===== src/rtl/core/magma_pkg.sv =====
// shared types, constants and the s-box substitution for the magma cipher
// used by magma_ctrl, magma_datapath and magma_block_cipher
package magma_pkg;

    localparam int HALF_W   = 32;
    localparam int BLOCK_W  = 64;
    localparam int KEY_WORDS = 8;
    localparam int KIDX_W   = 3;
    localparam int ROUND_W  = 5;
    localparam logic [ROUND_W-1:0] LAST_ROUND = 5'd31;

    // operation codes carried in tuser
    localparam logic OP_ENCRYPT = 1'b0;
    localparam logic OP_DECRYPT = 1'b1;

    // s-box rows, row 0 serves the most significant nibble
    localparam logic [3:0] SBOX [8][16] = '{
        '{4'd1,  4'd7,  4'd14, 4'd13, 4'd0,  4'd5,  4'd8,  4'd3,
          4'd4,  4'd15, 4'd10, 4'd6,  4'd9,  4'd12, 4'd11, 4'd2},
        '{4'd8,  4'd14, 4'd2,  4'd5,  4'd6,  4'd9,  4'd1,  4'd12,
          4'd15, 4'd4,  4'd11, 4'd0,  4'd13, 4'd10, 4'd3,  4'd7},
        '{4'd5,  4'd13, 4'd15, 4'd6,  4'd9,  4'd2,  4'd12, 4'd10,
          4'd11, 4'd7,  4'd8,  4'd1,  4'd4,  4'd3,  4'd14, 4'd0},
        '{4'd7,  4'd15, 4'd5,  4'd10, 4'd8,  4'd1,  4'd6,  4'd13,
          4'd0,  4'd9,  4'd3,  4'd14, 4'd11, 4'd4,  4'd2,  4'd12},
        '{4'd12, 4'd8,  4'd2,  4'd1,  4'd13, 4'd4,  4'd15, 4'd6,
          4'd7,  4'd0,  4'd10, 4'd5,  4'd3,  4'd14, 4'd9,  4'd11},
        '{4'd11, 4'd3,  4'd5,  4'd8,  4'd2,  4'd15, 4'd10, 4'd13,
          4'd14, 4'd1,  4'd7,  4'd4,  4'd12, 4'd9,  4'd6,  4'd0},
        '{4'd6,  4'd8,  4'd2,  4'd3,  4'd9,  4'd10, 4'd5,  4'd12,
          4'd1,  4'd14, 4'd4,  4'd7,  4'd11, 4'd13, 4'd0,  4'd15},
        '{4'd12, 4'd4,  4'd6,  4'd2,  4'd10, 4'd5,  4'd11, 4'd9,
          4'd14, 4'd8,  4'd13, 4'd7,  4'd0,  4'd3,  4'd15, 4'd1}
    };

    // commands from the controller to the datapath
    typedef struct packed {
        logic                load;       // capture an input block
        logic                round_en;   // run one feistel round
        logic                last_round; // final round, no half swap
        logic [KIDX_W-1:0]   key_idx;    // round key select
        logic                out_load;   // move the finished block to the output
    } magma_cmd_t;

    // nibble-wise substitution of one half word
    function automatic logic [HALF_W-1:0] sbox_sub(input logic [HALF_W-1:0] val);
        logic [HALF_W-1:0] res;
        res = '0;
        for (int n = 0; n < 8; n++)
        begin
            res[HALF_W-4-4*n +: 4] = SBOX[n][val[HALF_W-4-4*n +: 4]];
        end
        return res;
    endfunction

endpackage


===== src/rtl/core/magma_ctrl.sv =====
// controller state machine: sequences 32 rounds and the output handshake
// depends on magma_pkg
module magma_ctrl import magma_pkg::*;
(
    input  logic       clk,
    input  logic       rst_n,
    input  logic       in_valid,
    output logic       in_ready,
    input  logic       in_op,
    output logic       out_valid,
    input  logic       out_ready,
    output magma_cmd_t cmd
);

    typedef enum logic [2:0] {
        ST_IDLE = 3'b001,
        ST_RUN  = 3'b010,
        ST_DONE = 3'b100
    } state_t;

    state_t             state_reg, state_next;
    logic [ROUND_W-1:0] round_reg, round_next;
    logic               op_reg, op_next;
    logic               out_valid_reg, out_valid_next;
    logic               slot_free;
    logic [ROUND_W-1:0] sched_pos;
    logic [KIDX_W-1:0]  key_idx;

    assign slot_free = !out_valid_reg || out_ready;
    assign in_ready  = (state_reg == ST_IDLE);
    assign out_valid = out_valid_reg;

    // key schedule: k0..k7 three times then k7..k0, reversed for decrypt
    always_comb
    begin
        sched_pos = (op_reg == OP_DECRYPT) ? ~round_reg : round_reg;
        if (sched_pos[4:3] == 2'b11)
            key_idx = ~sched_pos[KIDX_W-1:0];
        else
            key_idx = sched_pos[KIDX_W-1:0];
    end

    // next state and commands
    always_comb
    begin
        state_next     = state_reg;
        round_next     = round_reg;
        op_next        = op_reg;
        out_valid_next = out_valid_reg;
        cmd.load       = 1'b0;
        cmd.round_en   = 1'b0;
        cmd.last_round = (round_reg == LAST_ROUND);
        cmd.key_idx    = key_idx;
        cmd.out_load   = 1'b0;
        if (out_valid_reg && out_ready)
            out_valid_next = 1'b0;
        case (state_reg)
            ST_IDLE:
            begin
                if (in_valid)
                begin
                    cmd.load   = 1'b1;
                    op_next    = in_op;
                    round_next = '0;
                    state_next = ST_RUN;
                end
            end
            ST_RUN:
            begin
                cmd.round_en = 1'b1;
                round_next   = round_reg + 1'b1;
                if (round_reg == LAST_ROUND)
                    state_next = ST_DONE;
            end
            ST_DONE:
            begin
                if (slot_free)
                begin
                    cmd.out_load   = 1'b1;
                    out_valid_next = 1'b1;
                    state_next     = ST_IDLE;
                end
            end
            default:
            begin
                state_next = ST_IDLE;
            end
        endcase
    end

    // control registers
    always_ff @(posedge clk or negedge rst_n)
    begin
        if (!rst_n)
        begin
            state_reg     <= ST_IDLE;
            round_reg     <= '0;
            op_reg        <= OP_ENCRYPT;
            out_valid_reg <= 1'b0;
        end
        else
        begin
            state_reg     <= state_next;
            round_reg     <= round_next;
            op_reg        <= op_next;
            out_valid_reg <= out_valid_next;
        end
    end

endmodule


===== src/rtl/core/magma_datapath.sv =====
// datapath: key words, feistel halves, shared round unit, output register
// depends on magma_pkg
module magma_datapath import magma_pkg::*;
(
    input  logic               clk,
    input  logic               rst_n,
    input  magma_cmd_t         cmd,
    input  logic [BLOCK_W-1:0] in_block,
    input  logic               key_we,
    input  logic [KIDX_W-1:0]  key_widx,
    input  logic [HALF_W-1:0]  key_wdata,
    output logic [BLOCK_W-1:0] out_block
);

    logic [HALF_W-1:0]  key_reg [KEY_WORDS];
    logic [HALF_W-1:0]  left_reg, left_next;
    logic [HALF_W-1:0]  right_reg, right_next;
    logic [BLOCK_W-1:0] out_reg;
    logic [HALF_W-1:0]  sum, sub, mixed;

    // round function: add key, substitute, rotate left by 11, mix into left
    always_comb
    begin
        sum   = right_reg + key_reg[cmd.key_idx];
        sub   = sbox_sub(sum);
        mixed = left_reg ^ {sub[20:0], sub[31:21]};
    end

    // half update
    always_comb
    begin
        left_next  = left_reg;
        right_next = right_reg;
        if (cmd.load)
        begin
            left_next  = in_block[BLOCK_W-1:HALF_W];
            right_next = in_block[HALF_W-1:0];
        end
        else if (cmd.round_en)
        begin
            if (cmd.last_round)
            begin
                left_next = mixed;
            end
            else
            begin
                left_next  = right_reg;
                right_next = mixed;
            end
        end
    end

    // key words, cleared by reset
    always_ff @(posedge clk or negedge rst_n)
    begin
        if (!rst_n)
        begin
            for (int i = 0; i < KEY_WORDS; i++)
            begin
                key_reg[i] <= '0;
            end
        end
        else if (key_we)
        begin
            key_reg[key_widx] <= key_wdata;
        end
    end

    // block halves and output block
    always_ff @(posedge clk)
    begin
        left_reg  <= left_next;
        right_reg <= right_next;
        if (cmd.out_load)
            out_reg <= {left_reg, right_reg};
    end

    assign out_block = out_reg;

endmodule


===== src/rtl/core/magma_block_cipher.sv =====
// magma 64-bit block cipher with stream interfaces and a key write port
// depends on magma_pkg, magma_ctrl, magma_datapath
//
// usage:
//   - load the 256-bit key through cfg_*: cfg_index selects key word 0..7
//     (round key k0..k7, big-endian), cfg_data is the word; always ready
//   - send a request on s_axis_*: tdata is the 64-bit block (left half in
//     the upper 32 bits), tuser[0] selects encrypt (0) or decrypt (1)
//   - the result block leaves on m_axis_* with tdata the 64-bit block
//   - one feistel round per cycle through a single shared round unit:
//     the 32 rounds run in the run state, then the done state loads the
//     output register; the next request is taken only back in idle
//   - s_axis_tready is high only while no block is in flight
//   - a finished result waits in the output register while the next block
//     is already being accepted and worked on; if the receiver still stalls
//     when that block is done, the block holds until the register frees
//   - reset clears all key words to zero and drops all valid flags
//   - write keys only while the block is idle
module magma_block_cipher import magma_pkg::*;
(
    input  logic               clk,
    input  logic               rst_n,
    input  logic               s_axis_tvalid,
    output logic               s_axis_tready,
    input  logic [BLOCK_W-1:0] s_axis_tdata,   // [63:0] data_block
    input  logic               s_axis_tuser,   // [0] operation
    output logic               m_axis_tvalid,
    input  logic               m_axis_tready,
    output logic [BLOCK_W-1:0] m_axis_tdata,   // [63:0] result_block
    input  logic               cfg_valid,
    output logic               cfg_ready,
    input  logic [KIDX_W-1:0]  cfg_index,
    input  logic [HALF_W-1:0]  cfg_data
);

    magma_cmd_t cmd;

    // key writes are always taken
    assign cfg_ready = 1'b1;

    // sequencing
    magma_ctrl u_ctrl
    (
        .clk       (clk),
        .rst_n     (rst_n),
        .in_valid  (s_axis_tvalid),
        .in_ready  (s_axis_tready),
        .in_op     (s_axis_tuser),
        .out_valid (m_axis_tvalid),
        .out_ready (m_axis_tready),
        .cmd       (cmd)
    );

    // round datapath and key storage
    magma_datapath u_datapath
    (
        .clk       (clk),
        .rst_n     (rst_n),
        .cmd       (cmd),
        .in_block  (s_axis_tdata),
        .key_we    (cfg_valid),
        .key_widx  (cfg_index),
        .key_wdata (cfg_data),
        .out_block (m_axis_tdata)
    );

endmodule

===== config.mk =====
export PLATFORM = sky130hd
export DESIGN_NAME = magma_block_cipher
export DESIGN_NICKNAME = d
export VERILOG_FILES = /design/src/rtl/core/magma_pkg.sv /design/src/rtl/core/magma_ctrl.sv /design/src/rtl/core/magma_datapath.sv /design/src/rtl/core/magma_block_cipher.sv
export SDC_FILE = /design/constraint.sdc
export NUM_CORES = 1
export LEC_CHECK = 0
export BUFFER_PORTS_ARGS = -buffer_cell sky130_fd_sc_hd__buf_4
export CELL_PAD_IN_SITES_DETAIL_PLACEMENT = 1
export CELL_PAD_IN_SITES_GLOBAL_PLACEMENT = 1
export CORE_ASPECT_RATIO = 0.6
export CORE_UTILIZATION = 40
export DETAILED_ROUTE_END_ITERATION = 8
export MAX_ROUTING_LAYER = met4
export PLACE_DENSITY_LB_ADDON = 0.1
export SLEW_MARGIN = 0
export SYNTH_ARGS = -nofsm -noshare
export SYNTH_HDL_FRONTEND = slang
export SYNTH_HIERARCHICAL = 1
export SYNTH_SLANG_ARGS = --single-unit

===== constraint.sdc =====
create_clock -name clk -period 7.6 [get_ports clk]
set_input_delay 0.38 -clock clk [delete_from_list [all_inputs] [get_ports clk]]
set_output_delay 0.38 -clock clk [all_outputs]
set_load 0.01 [all_outputs]

---- Yosys cells after proc, flatten, opt, wreduce, memory -nomap -nowiden ----
Memories as Yosys holds them, arrays and structs flattened.
Index checks and enable logic that the tools add are counted.
cells by class
  add/sub/neg operators ................... 2
  magnitude comparators ................... 11
  equality and inequality tests ........... 9
  muxes and demuxes ....................... 44
  bitwise gates (word level) .............. 13
  reductions and logical operators ........ 10
operator list
  kind                                                count
  2-to-1 mux 32 bit                                   9
  bitwise mux 256 bit                                 1
  binary-select mux 32 bit (select 3 bit)             1
  demux 32 bit (select 3 bit)                         1
  2-to-1 mux 4 bit                                    16
  >= comparator 5 bit, second input constant          8
  NOT 4 -> 5 bit                                      8
  adder 32 bit                                        1
  XOR 32 bit                                          1
  2-to-1 mux 3 bit                                    4
  2-to-1 mux 5 bit                                    2
  case mux 5 bit (2 select lines)                     1
  case mux 3 bit (3 select lines)                     1
  >= comparator 4 bit, second input constant          2
  2-to-1 mux 1 bit                                    8
  NOT 3 -> 4 bit                                      2
  AND reduction 2 bit                                 3
  adder 5 x 1 -> 5 bit, second input constant         1
  == test 5 bit, second input constant                1
  NOT 5 bit                                           1
  < comparator 4 x 1 -> 1 bit, second input constant  1
  != test 2 x 1 -> 1 bit, second input constant       2
  != test 2 bit, second input constant                2
  nonzero test 2 bit                                  2
  9 further kinds                                     10
word-level totals
  bits in registers ....................... 394
  bits in read-only memories .............. 512
  input port bits ......................... 105
  output and inout bits ................... 67
  logic and storage cells ................. 112
  memories ................................ 8
memory list
  memory           words  bits a word  read ports  clocked after Yosys merged registers in  write ports  RTL line         RTL
  (no name shown)  16     4            1           0                                        0            magma_pkg.sv:51  res[HALF_W-4-4*n +: 4] = SBOX[n][val[HALF_W-4-4*n +: 4]];
  (no name shown)  16     4            1           0                                        0            magma_pkg.sv:51
  (no name shown)  16     4            1           0                                        0            magma_pkg.sv:51
  (no name shown)  16     4            1           0                                        0            magma_pkg.sv:51
  (no name shown)  16     4            1           0                                        0            magma_pkg.sv:51
  (no name shown)  16     4            1           0                                        0            magma_pkg.sv:51
  2 more memories  n/a    n/a          n/a         n/a                                      n/a          n/a

---- Depth between registers and ports, before layout ----
  depth in word-level cells ............... 17
  depth in mapped cells ................... 22
  gate-level depth less buffers ........... 20

---- By module ----
Netlist, hierarchy kept.
by module, submodules not included
  module              times used  cells an instance  area each (sq um)  sequential area each (sq um)
  magma_datapath      1           1498               20141.8            10249.8
  magma_ctrl          1           50                 544.3              251.5
  magma_block_cipher  1           2                  11.3               0.0

---- Least setup slack after synthesis ----
OpenSTA, ideal clock, no wires.
  path type ............................... flip-flop to flip-flop
  from .................................... register u_ctrl.round_reg[4]
  to ...................................... register u_datapath.right_reg[10] (data pin)
  library setup time ...................... 262 ps
  arrival time ............................ 5642 ps
  data required time ...................... 7338 ps
  path slack .............................. 1696 ps
  cell stages (with the launch flop) ...... 22
  path buffers ............................ 2
  period minus slack after synthesis ...... 5904 ps
  path through ............................ dfrtp_1 > maj3_1 > xor2_1 > buf_2 > buf_1 > mux4_2 > mux2_2 > ha_1 > inv_1 > fa_1 > nor2b_1 > o31a_1 > o21a_1 > a32o_1 > o211a_1 > or3_1 > inv_1 > ha_1 > inv_1 > mux4_2 > xnor2_1 > mux2_1
RTL lines
  element                 RTL line              RTL
  from (decl)             magma_ctrl.sv:22      logic [ROUND_W-1:0] round_reg, round_next;
  from (signal assigned)  magma_ctrl.sv:104     round_reg <= round_next;
  to (signal assigned)    magma_datapath.sv:73  right_reg <= right_next;
  to (decl)               magma_datapath.sv:17  logic [HALF_W-1:0] right_reg, right_next;

==> flow_metrics.tcl <==
set metrics [dict create \
    grt_overflow 0 \
    yosysUniqueCellTypes 85 \
    synth_top_area_share_pct 32.0 \
    initial_core_util_pct 40.6 \
    period_share_pct 88.1 \
    outcome "complete, no violations" \
    postPlaceCellArea_sq_um 22800 \
    syn_avg_cell_area_sq_um 13.4 \
    postSynthCellCount 1550 \
    crit_required_ns 7.89 \
    routed_wl_um 60700 \
    synth_seq_cells 394 \
    num_vias 13839 \
    drtIter0Drc 918 \
    regArea_sq_um 10500 \
    grt_pass1_wl_um 91500 \
    hold_viol_final 0 \
    final_cell_mix "303 x mux2_2, 265 x dfrtp_1, 195 x buf_4" \
    synth-edff-count 128 \
    design.die.area_sq_um 52700 \
    hold_path.class "input port to flop" \
    cts-root-buf "clkbuf_16" \
    insertion_delay_ns 0.55 \
    synth_nets 1727 \
    synth_flop_cell "dfrtp_1" \
    cts_resized 0 \
    post_cts_buffers 0 \
    drive_above_1_share_pct 38.2 \
    clock_path_buffers 3 \
    antenna_found_initial 4 \
    tightest_slew_ns 1.09 \
    max_stage_delay_ns 0.58 \
    max_slew_margin_pct 27.3 \
    rsz0062_at_grt "no" \
    critPathCaptureType "flop" \
    drtAntennaViolNets 0 \
    dp_cells 2361 \
    mappedNetlistArea_sq_um 20700 \
    dp_hpwl_um 42200 \
    pin_count 172 \
    multiInputGateArea_sq_um 9780 \
    crit_path_cell_trace "maj3_1, xor2_4, buf_4, mux4_2, mux2_2, ha_1, and3_1, o21ai_0, a21oi_1, nor3_1, xor2_1, inv_1, ha_1, a31o_2, o31ai_1, mux2i_1, xor2_1, mux2_2" \
    grt_pass1_vias 14165 \
    cap_viol_max_count 0 \
    wl_per_cell_um 24.9 \
    io_buffers 170 \
    grtUsageTotal_pct 24.0 \
    yosysTopAreaCell "dfrtp_1" \
    fin_skew_ns 0.0168 \
    coreArea_sq_um 51000 \
    synth_warnings 6 \
    synth_area_leaders "dfrtp_1 32%, edfxtp_1 19%, mux2_2 16%" \
    vias_per_cell 5.68 \
    reg2reg_slack_ns 0.91 \
    rows 64 \
    setup_viol 0 \
    path_buf_inv 2 \
    drt_first_pass_iters 5 \
    h-tree-depth 2 \
    path_delay_family "multiplexers" \
    arrival_ns 6.98 \
    die_height_um 178 \
    critPathSlowestCell "mux4_2" \
    clkSinkCount 394 \
    cts_tree "yes" \
    ys_async_sr_fraction_pct 67.5 \
    fin_nets 1888 \
    final_common_cell "mux2_2" \
    drv_slew 0 \
    syn_to_final_growth_pct 16.6 \
    period_needed_ns 6.69 \
    cts_buffers 40 \
    largest_register_ff_count 256 \
    worstPathMaxFanout 22 \
    grt_max_degree 172 \
    fmax_mhz 149 \
    gp_congestion 0.965 \
    synth_seq_area_share_pct 50.7 \
    start_kind "flop" \
    final_cells 2437 \
    drc 0 \
    clkSlewWorstSetupHoldPaths_ns 0.06 \
    fin_setup_tns_ns 0 \
    finalInstanceArea_sq_um 24100 \
    fill_cells 5186 \
    die_x_um 296 \
    worstSetupPathType "flop to flop" \
]
synth_stat cells, types with 16 or more instances:
| master | n |
|---|---|
| dfrtp_1 | 265 |
| clkbuf_1 | 63 |
| nand3_1 | 20 |
| a21o_1 | 17 |
| nor2_1 | 40 |
| inv_1 | 41 |
| ha_1 | 71 |
| mux2_2 | 303 |
| o21ai_0 | 81 |
| nand2_1 | 78 |
| nor3_1 | 16 |
| xnor2_1 | 22 |
| edfxtp_1 | 128 |
| and3_1 | 17 |
| xor2_1 | 25 |
| mux4_2 | 75 |
| mux2i_1 | 22 |
| a21oi_1 | 48 |
final timing paths:
| check | startpoint | to | cells after the start |
|---|---|---|---|
| max in group asynchronous | rst_n | u_datapath/key_reg[44] | 3 |
| worst min-delay path | s_axis_tuser | u_ctrl/op_reg | 3 |
| min in group asynchronous | rst_n | u_ctrl/out_valid | 2 |
| worst max-delay path | u_ctrl/round_reg[3] | u_datapath/right_reg[28] | 18 |
| worst max register to register | u_ctrl/round_reg[3] | u_datapath/right_reg[28] | 18 |
| worst min register to register | u_datapath/left_reg[25] | u_datapath/out_block[57] | 0 |
cell type report:
| cell class | count | share of cell area, % |
|---|---|---|
| clock inverters | 20 | 0.591 |
| inverters | 43 | 0.726 |
| well taps | 693 | 3.59 |
| clock buffers | 53 | 4.73 |
| diodes | 2 | 0.0207 |
| repair buffers | 198 | 6.26 |
| multi-input cells | 1034 | 40.6 |
| flip-flops and latches | 394 | 43.5 |
per-layer routing:
metal | track usage [%] | vias to the layer above | wire, um
li1 | - | 6187 | -
met1 | 36.2 | 7272 | 30400
met2 | 33.8 | 314 | 26200
met3 | 4.01 | 66 | 3100
met4 | 4.51 | 0 | 925
met5 | - | - | 0
stage by stage:
step           util (%)  setup WS [ns]  hold slack (ns)
3_3_place_gp       44.7          0.991            0.456
6_report           47.3          0.908           0.0713
4_1_cts            47.3          0.906           0.0444
2_1_floorplan         -           1.70           0.0844
5_1_grt            47.3          0.587           0.0628
3_5_place_dp       44.7          0.946            0.461
tightest hold or removal path, stage by stage:
cell and delay [ns]:
buf_4 0.08, nand2_1 0.05, nand2_1 0.06
cell families (layout without fill, tap and decap cells):
family | after synthesis | count (layout) | synth area share [%]
AOI/OAI and AO/OA | 255 | 255 | 8.02
xor gates and xnor gates | 49 | 49 | 2.21
adders and majority gates | 73 | 73 | 4.44
buffers and inverters | 122 | 314 | 2.40
DFF | 394 | 394 | 50.7
muxes | 401 | 401 | 25.8
other | 1 | 3 | 0.0181
and+or+nand+nor | 255 | 255 | 6.41
repair_timing:
action / CTS / global route
hold buffers: 1 / 0
setup endpoints to repair: 0 / 0
hold endpoints to repair: 94 / 0
Power is left out: the tool's default activity adds up to more than one toggle a clock period on the data nets, which glitch-free logic cannot reach.
